===== src/rlsc_pkg.sv =====
// Shared constants, types and helper functions for the run-length string compressor.
package rlsc_pkg;

  localparam int unsigned MAX_LEN = 64;
  localparam int unsigned DEPTH   = 64;
  localparam int unsigned AW      = $clog2(DEPTH);
  localparam int unsigned TLW     = $clog2(MAX_LEN + 1);
  localparam int unsigned CLW     = TLW + 1;

  localparam logic [7:0] ASCII_ZERO = 8'h30;

  typedef enum logic [5:0] {
    S_IDLE   = 6'b000001,
    S_PUT_CH = 6'b000010,
    S_PUT_TN = 6'b000100,
    S_PUT_ON = 6'b001000,
    S_DECIDE = 6'b010000,
    S_EMIT   = 6'b100000
  } state_e;

  typedef struct packed {
    logic load;
    logic put_ch;
    logic put_tens;
    logic put_ones;
    logic decide;
    logic emit;
  } cmd_t;

  typedef struct packed {
    logic brk;
    logic ge10;
    logic pend_new;
    logic pend_last;
    logic emit_last;
  } stat_t;

  // Tens digit of a run count; runs never reach 100 since MAX_LEN is at most 64.
  function automatic logic [3:0] tens_digit(input logic [TLW-1:0] n);
    logic [3:0] t;
    t = 4'd0;
    for (int k = 1; k <= 9; k++) begin
      if ({1'b0, n} >= 8'(k * 10)) t = 4'(k);
    end
    return t;
  endfunction

  function automatic logic [3:0] ones_digit(input logic [TLW-1:0] n);
    logic [3:0] t;
    logic [7:0] tx10;
    t    = tens_digit(n);
    tx10 = {1'b0, t, 3'b000} + {3'b000, t, 1'b0};
    return 4'({1'b0, n} - tx10);
  endfunction

endpackage


===== src/run_length_string_compressor.sv =====
// Top level of the run-length string compressor: controller plus datapath.
//
//   channel | ports                          | handshake
//   input   | in_char_i, in_last_i           | taken when start && !busy
//   result  | out_char_o, out_last_o         | one cycle, marked by out_valid_o
//
// A byte that extends or opens a run leaves the controller idle; one that ends a run
// keeps it busy while the run's byte and decimal count go into the code store
// through its single write port. The final byte adds the close of the last run,
// a length compare, then one result per cycle for len bytes from the chosen store.
// Reset clears all control state; stores need no clearing.
// The receiver cannot stall: results leave one per cycle while out_valid_o is high.
module run_length_string_compressor (
  input  logic       clk_i,
  input  logic       rst_ni,
  input  logic       start,
  output logic       busy,
  input  logic [7:0] in_char_i,
  input  logic       in_last_i,
  output logic       out_valid_o,
  output logic [7:0] out_char_o,
  output logic       out_last_o
);

  rlsc_pkg::cmd_t  cmd;
  rlsc_pkg::stat_t stat;

  rlsc_ctrl u_ctrl (
    .clk_i     (clk_i),
    .rst_ni    (rst_ni),
    .start     (start),
    .in_last_i (in_last_i),
    .stat_i    (stat),
    .cmd_o     (cmd),
    .busy      (busy)
  );

  rlsc_dp u_dp (
    .clk_i      (clk_i),
    .rst_ni     (rst_ni),
    .cmd_i      (cmd),
    .in_char_i  (in_char_i),
    .in_last_i  (in_last_i),
    .stat_o     (stat),
    .out_char_o (out_char_o),
    .out_last_o (out_last_o)
  );

  assign out_valid_o = cmd.emit;

`ifndef ASSERT_OFF
  a_emit_busy : assert property (@(posedge clk_i) disable iff (!rst_ni)
    out_valid_o |-> busy)
    else $error("result strobe while not busy");

  a_last_ends : assert property (@(posedge clk_i) disable iff (!rst_ni)
    (out_valid_o && out_last_o) |=> !out_valid_o && !busy)
    else $error("readout did not end after last byte");

  a_emit_after_decide : assert property (@(posedge clk_i) disable iff (!rst_ni)
    $rose(cmd.emit) |-> $past(cmd.decide))
    else $error("readout started without length compare");
`endif

endmodule


===== src/rlsc_ctrl.sv =====
// Controller state machine for the run-length string compressor.
module rlsc_ctrl (
  input  logic           clk_i,
  input  logic           rst_ni,
  input  logic           start,
  input  logic           in_last_i,
  input  rlsc_pkg::stat_t stat_i,
  output rlsc_pkg::cmd_t  cmd_o,
  output logic           busy
);

  rlsc_pkg::state_e state_q, state_d;

  always_ff @(posedge clk_i or negedge rst_ni) begin
    if (!rst_ni) begin
      state_q <= rlsc_pkg::S_IDLE;
    end else begin
      state_q <= state_d;
    end
  end

  always_comb begin
    state_d = state_q;
    cmd_o   = '0;
    case (state_q)
      rlsc_pkg::S_IDLE: begin
        if (start) begin
          cmd_o.load = 1'b1;
          // close the open run first when the byte breaks it or ends the string
          if (stat_i.brk || in_last_i) state_d = rlsc_pkg::S_PUT_CH;
        end
      end
      rlsc_pkg::S_PUT_CH: begin
        cmd_o.put_ch = 1'b1;
        state_d = stat_i.ge10 ? rlsc_pkg::S_PUT_TN : rlsc_pkg::S_PUT_ON;
      end
      rlsc_pkg::S_PUT_TN: begin
        cmd_o.put_tens = 1'b1;
        state_d = rlsc_pkg::S_PUT_ON;
      end
      rlsc_pkg::S_PUT_ON: begin
        cmd_o.put_ones = 1'b1;
        if (stat_i.pend_new) begin
          state_d = stat_i.pend_last ? rlsc_pkg::S_PUT_CH : rlsc_pkg::S_IDLE;
        end else begin
          state_d = rlsc_pkg::S_DECIDE;
        end
      end
      rlsc_pkg::S_DECIDE: begin
        cmd_o.decide = 1'b1;
        state_d = rlsc_pkg::S_EMIT;
      end
      rlsc_pkg::S_EMIT: begin
        cmd_o.emit = 1'b1;
        if (stat_i.emit_last) state_d = rlsc_pkg::S_IDLE;
      end
      default: begin
        state_d = rlsc_pkg::S_IDLE;
      end
    endcase
  end

  assign busy = (state_q != rlsc_pkg::S_IDLE);

endmodule


===== src/rlsc_dp.sv =====
// Datapath: text and code stores, run tracking, length compare and readout.
module rlsc_dp (
  input  logic            clk_i,
  input  logic            rst_ni,
  input  rlsc_pkg::cmd_t  cmd_i,
  input  logic [7:0]      in_char_i,
  input  logic            in_last_i,
  output rlsc_pkg::stat_t stat_o,
  output logic [7:0]      out_char_o,
  output logic            out_last_o
);

  logic [7:0] text_mem [rlsc_pkg::DEPTH];
  logic [7:0] code_mem [rlsc_pkg::DEPTH];

  logic [rlsc_pkg::TLW-1:0] text_len_q, run_cnt_q, out_len_q;
  logic [rlsc_pkg::CLW-1:0] code_len_q;
  logic [7:0]               run_ch_q, pend_ch_q, text_rd_q, code_rd_q;
  logic                     run_open_q, pend_new_q, pend_last_q, sel_code_q;
  logic [rlsc_pkg::AW-1:0]  idx_q, raddr;

  logic       kept, same, put, code_room;
  logic [7:0] put_data;

  assign kept      = (text_len_q < rlsc_pkg::TLW'(rlsc_pkg::MAX_LEN));
  assign same      = run_open_q && (in_char_i == run_ch_q);
  assign put       = cmd_i.put_ch || cmd_i.put_tens || cmd_i.put_ones;
  assign code_room = (code_len_q < rlsc_pkg::CLW'(rlsc_pkg::DEPTH));

  always_comb begin
    if (cmd_i.put_ch) begin
      put_data = run_ch_q;
    end else if (cmd_i.put_tens) begin
      put_data = rlsc_pkg::ASCII_ZERO + {4'd0, rlsc_pkg::tens_digit(run_cnt_q)};
    end else begin
      put_data = rlsc_pkg::ASCII_ZERO + {4'd0, rlsc_pkg::ones_digit(run_cnt_q)};
    end
  end

  assign stat_o.brk       = kept && run_open_q && (in_char_i != run_ch_q);
  assign stat_o.ge10      = (run_cnt_q >= rlsc_pkg::TLW'(10));
  assign stat_o.pend_new  = pend_new_q;
  assign stat_o.pend_last = pend_last_q;
  assign stat_o.emit_last = ({1'b0, idx_q} == (out_len_q - rlsc_pkg::TLW'(1)));

  assign raddr = cmd_i.decide ? '0 : idx_q + rlsc_pkg::AW'(1);

  always_ff @(posedge clk_i) begin
    if (cmd_i.load && kept) text_mem[text_len_q[rlsc_pkg::AW-1:0]] <= in_char_i;
    if (put && code_room) code_mem[code_len_q[rlsc_pkg::AW-1:0]] <= put_data;
    text_rd_q <= text_mem[raddr];
    code_rd_q <= code_mem[raddr];
  end

  always_ff @(posedge clk_i or negedge rst_ni) begin
    if (!rst_ni) begin
      text_len_q  <= '0;
      code_len_q  <= '0;
      run_ch_q    <= '0;
      run_cnt_q   <= '0;
      run_open_q  <= 1'b0;
      pend_ch_q   <= '0;
      pend_new_q  <= 1'b0;
      pend_last_q <= 1'b0;
      sel_code_q  <= 1'b0;
      out_len_q   <= '0;
      idx_q       <= '0;
    end else begin
      if (cmd_i.load) begin
        pend_ch_q   <= in_char_i;
        pend_last_q <= in_last_i;
        pend_new_q  <= stat_o.brk;
        if (kept) begin
          text_len_q <= text_len_q + rlsc_pkg::TLW'(1);
          if (same) begin
            run_cnt_q <= run_cnt_q + rlsc_pkg::TLW'(1);
          end else if (!run_open_q) begin
            run_ch_q   <= in_char_i;
            run_cnt_q  <= rlsc_pkg::TLW'(1);
            run_open_q <= 1'b1;
          end
        end
      end
      if (put) code_len_q <= code_len_q + rlsc_pkg::CLW'(1);
      // open the held run once the previous one is written out
      if (cmd_i.put_ones && pend_new_q) begin
        run_ch_q   <= pend_ch_q;
        run_cnt_q  <= rlsc_pkg::TLW'(1);
        pend_new_q <= 1'b0;
      end
      if (cmd_i.decide) begin
        sel_code_q <= (code_len_q < {1'b0, text_len_q});
        out_len_q  <= (code_len_q < {1'b0, text_len_q}) ?
                      code_len_q[rlsc_pkg::TLW-1:0] : text_len_q;
        idx_q      <= '0;
      end
      if (cmd_i.emit) begin
        idx_q <= idx_q + rlsc_pkg::AW'(1);
        if (stat_o.emit_last) begin
          text_len_q <= '0;
          code_len_q <= '0;
          run_ch_q   <= '0;
          run_cnt_q  <= '0;
          run_open_q <= 1'b0;
        end
      end
    end
  end

  assign out_char_o = sel_code_q ? code_rd_q : text_rd_q;
  assign out_last_o = cmd_i.emit && stat_o.emit_last;

endmodule

===== config.mk =====
export PLATFORM = sky130hd
export DESIGN_NAME = run_length_string_compressor
export DESIGN_NICKNAME = d
export VERILOG_FILES = /design/src/rlsc_pkg.sv /design/src/run_length_string_compressor.sv /design/src/rlsc_ctrl.sv /design/src/rlsc_dp.sv
export SDC_FILE = /design/constraint.sdc
export NUM_CORES = 1
export LEC_CHECK = 0
export BUFFER_PORTS_ARGS = -buffer_cell sky130_fd_sc_hd__buf_2
export CAP_MARGIN = 20
export CORE_MARGIN = 1
export CORE_UTILIZATION = 25
export CTS_CLUSTER_DIAMETER = 200
export DETAILED_ROUTE_END_ITERATION = 8
export SETUP_SLACK_MARGIN = 0.3
export SYNTH_ARGS = -nofsm -noshare
export SYNTH_HDL_FRONTEND = slang
export SYNTH_SLANG_ARGS = --single-unit

===== constraint.sdc =====
create_clock -name clk_i -period 12.2 [get_ports clk_i]
set_clock_uncertainty 0.05 [all_clocks]
set_input_delay 1.22 -clock clk_i [delete_from_list [all_inputs] [get_ports clk_i]]
set_output_delay 1.22 -clock clk_i [all_outputs]
set_load 0.01 [all_outputs]

==> results_dict.tcl <==
set metrics [dict create \
    status "complete, no violations" \
    die_x_microns 427.0 \
    crit_family "buffers and inverters" \
    period_share_pct 45.18 \
    met1Wirelength_microns 53520 \
    synth-compound-area-share_pct 11.88 \
    synthArstFlopShare_pct 5.540 \
    path_cells "ha_2 > xnor2_2 > buf_4 > buf_4 > o211ai_4 > buf_4 > nor2_1 > a31o_2 > nor4_1 > o31ai_1 > o41ai_2" \
    clock-sinks 1101 \
    via_count 28612 \
    start_util_pct 25.23 \
    grt_max_degree 168 \
    die_area_sq_um 182400 \
    max_freq_mhz 181.4 \
    critPathMaxStageDelay_ns 0.99 \
    yosysSeqAreaShare_pct 72.18 \
    met2_wirelength_microns 63260 \
    worstSetupPathType "register to register" \
    finalHoldWorstSlack_ns 0.4602 \
    synth_edf_count 1024 \
    relSlewSlack_pct 13.37 \
    synthSimpleGateAreaFrac_pct 9.018 \
    synth_cell_types 86 \
    fp.coreArea_sq_um 179000 \
    clk_latency_ns 0.71 \
    synth_area_per_cell_sq_um 14.08 \
    cts_made_buffers 108 \
    grt_pass1_vias 27717 \
    synth.net_count 3234 \
    synth_top_family_by_area "compound AO/OA/AOI/OAI gates" \
    hold_viol 0 \
    worst_setup_path_start_kind "register" \
    htree_levels 3 \
    synth_mux_area_share_pct 3.294 \
    grt-ovfl-total 0 \
    place_congestion 0.8632 \
    synthCells 3207 \
    cp.required_ns 12.73 \
    root_buffer "clkbuf_16" \
    slew_violations 0 \
    clkTransAtPathRegs_ns 0.06 \
    drive_above_1_share_pct 11.11 \
    crit_fanout 68 \
    rows 155 \
    finalCriticalPeriod_ns 5.512 \
    fin_nets 3205 \
    synth_fa_ha_area_share_pct 0.4156 \
    ios 23 \
    drc 0 \
    routed_via_density 5.088 \
    ys_seq_elements 1101 \
    vdd_drop_max_uv 123.7 \
    r2r_slack_ns 6.69 \
    drtIter0Drc 3580 \
    synthFlopType "edfxtp_1" \
    rsz0062_at_grt "false" \
    drt-total-wl_microns 132400 \
    wl_met3_microns 10680 \
    ctsResizeCount 0 \
    wire_per_inst_microns 23.55 \
    drv_cap 0 \
    yosys_warnings 0 \
    antenna_found_initial 6 \
    cts_tree "built" \
    grt_usage_pct 14.17 \
    postRouteAntennaNets 0 \
    grt_pass1_wl_microns 192400 \
    firstDrtPassIters 6 \
    cp_slowest_cell "nor2_1" \
    syn2layout_area_growth_pct 14.30 \
    leakage_nw 15.43 \
    pwr_density_cell_nw_per_um2 152.9 \
    cp_common_cell "buf_4" \
    place_hpwl_microns 78070 \
    highest_layer "met4" \
    cp_num_buf_inv 3 \
    cts_setup_buffers 0 \
    die_y_microns 427.0 \
    synth-xor-area-share_pct 0.8921 \
    syn-cell-area_sq_um 45160 \
    cts_hold_buf 0 \
    arrival_ns 6.04 \
    crit_path_end_kind "register" \
    setup_tns_ns 0 \
    clk_path_buf_depth 3 \
    worstHoldPathType "register to register" \
    port_buffers 22 \
    setup_viol 0 \
    tightest_slew_ns 1.291 \
]
## metal layers
metal	vias up	global-route usage, %
met1	14588	18.72
met4	0	5.411
met3	268	2.317
met5	-	0
met2	1334	23.20
li1	12422	-
## worst register-to-register path: cells and delay by family, from the launching register on
family / cells / cell delay (ns)
compound gates: 4 / 0.75
xor+xnor: 1 / 0.18
fa+ha+maj: 1 / 0.49
buf+inv: 3 / 1.89
flops: 1 / 0.93
simple gates: 2 / 1.09
## cells in the final DEF, fill, tap and decap left out, types with 16 or more instances in the layout
cell type	Yosys	routed
a21oi_1	75	71
o2bb2ai_1	19	19
or3_1	19	19
o21ai_0	175	174
edfxtp_1	1024	1024
o22ai_1	72	72
a221oi_1	21	20
dfrtp_1	60	59
clkbuf_16	0	110
dfxtp_1	16	16
nand2_1	290	289
mux4_2	21	21
nor3_1	89	89
nor2_1	308	304
o211ai_1	34	34
a32oi_1	21	21
o311a_1	22	22
clkbuf_1	142	22
a211oi_1	56	56
a21o_1	16	16
inv_1	20	19
mux2_2	19	19
mux2i_1	80	80
a31oi_1	63	63
xnor2_1	34	33
and3_1	22	22
clkinv_1	1	18
o221ai_1	42	42
clkinv_2	0	17
buf_2	56	22
buf_4	4	67
nand3_1	73	73
nor2b_1	27	27
## synthesized netlist by cell type, types with 27 or more instances
library cell | number | share of area, %
nor3_1 | 89 | 0.99
a31oi_1 | 63 | 0.87
nor2b_1 | 27 | 0.37
mux2i_1 | 80 | 1.8
o221ai_1 | 42 | 0.81
clkbuf_1 | 142 | 1.2
dfrtp_1 | 60 | 3.3
nand3_1 | 73 | 0.81
buf_2 | 56 | 0.62
o22ai_1 | 72 | 1.0
nand2_1 | 290 | 2.4
o211ai_1 | 34 | 0.57
o21ai_0 | 175 | 1.9
a211oi_1 | 56 | 0.93
buf_1 | 27 | 0.22
edfxtp_1 | 1024 | 68
nor2_1 | 308 | 2.6
xnor2_1 | 34 | 0.66
a21oi_1 | 75 | 0.83
## registers in the layout, summed over array words and instances, names as in the netlist
signal / cells
u_dp.run_ch_q: 8
u_dp.run_open_q: 1
u_ctrl.state_q: 6
u_dp.text_len_q: 7
u_dp.idx_q: 6
u_dp.text_rd_q: 8
u_dp.code_len_q: 8
u_dp.pend_last_q: 1
u_dp.pend_new_q: 1
u_dp.text_mem: 512
u_dp.code_mem: 512
u_dp.pend_ch_q: 8
u_dp.code_rd_q: 8
u_dp.run_cnt_q: 7
u_dp.out_len_q: 7
u_dp.sel_code_q: 1
## power breakdown
part,internal (W),switching (W)
clock,0.00202,0.00144
combinational,0.0000669,0.000193
sequential,0.00413,0.0000381
total,0.00622,0.00167
## through the flow
stage	power [W]	setup slack, ns	area (sq um)	std cells	utilization (%)
5_1_grt	0.008076	6.565	51620	5622	28.84
4_1_cts	0.007937	6.850	51620	5622	28.84
3_5_place_dp	0.004509	6.865	47940	5423	26.78
6_report	0.007891	6.688	51620	5623	28.84
3_3_place_gp	0.004506	6.921	47920	5421	26.77
2_1_floorplan	0.004364	6.893	45160	3207	-
## kinds of logic after synthesis
family	count (synthesis)
AO/OA/AOI/OAI	765
XOR/XNOR	46
adder cells (fa/ha/maj)	15
buffers and inverters	253
flip-flops	1101
multiplexers	120
AND/OR/NAND/NOR	907
## final cells by class
cell class / instances / area [sq um]
multi-input cells: 1853 / 11640
inverters: 22 / 83.83
clock buffers: 143 / 2987
clock inverters: 56 / 694.4
fillers: 17742 / 127400
flip-flops and latches: 1101 / 32600
diodes: 1 / 2.502
well taps: 2355 / 2947
repair buffers: 92 / 663.1
## final timing paths
path                                   startpoint  depth (start not counted)           endpoint
worst max-delay path                u_dp.idx_q[0]                         11  u_dp.code_rd_q[1]
worst min-delay path            u_dp.pend_ch_q[1]                          1  u_dp.pend_ch_q[1]
worst max register to register      u_dp.idx_q[0]                         11  u_dp.code_rd_q[1]
worst min register to register  u_dp.pend_ch_q[1]                          1  u_dp.pend_ch_q[1]
max in group asynchronous                  rst_ni                          2      u_dp.idx_q[0]
min in group asynchronous                  rst_ni                          2  u_dp.pend_ch_q[4]
(Power assumes the default switching activity.)
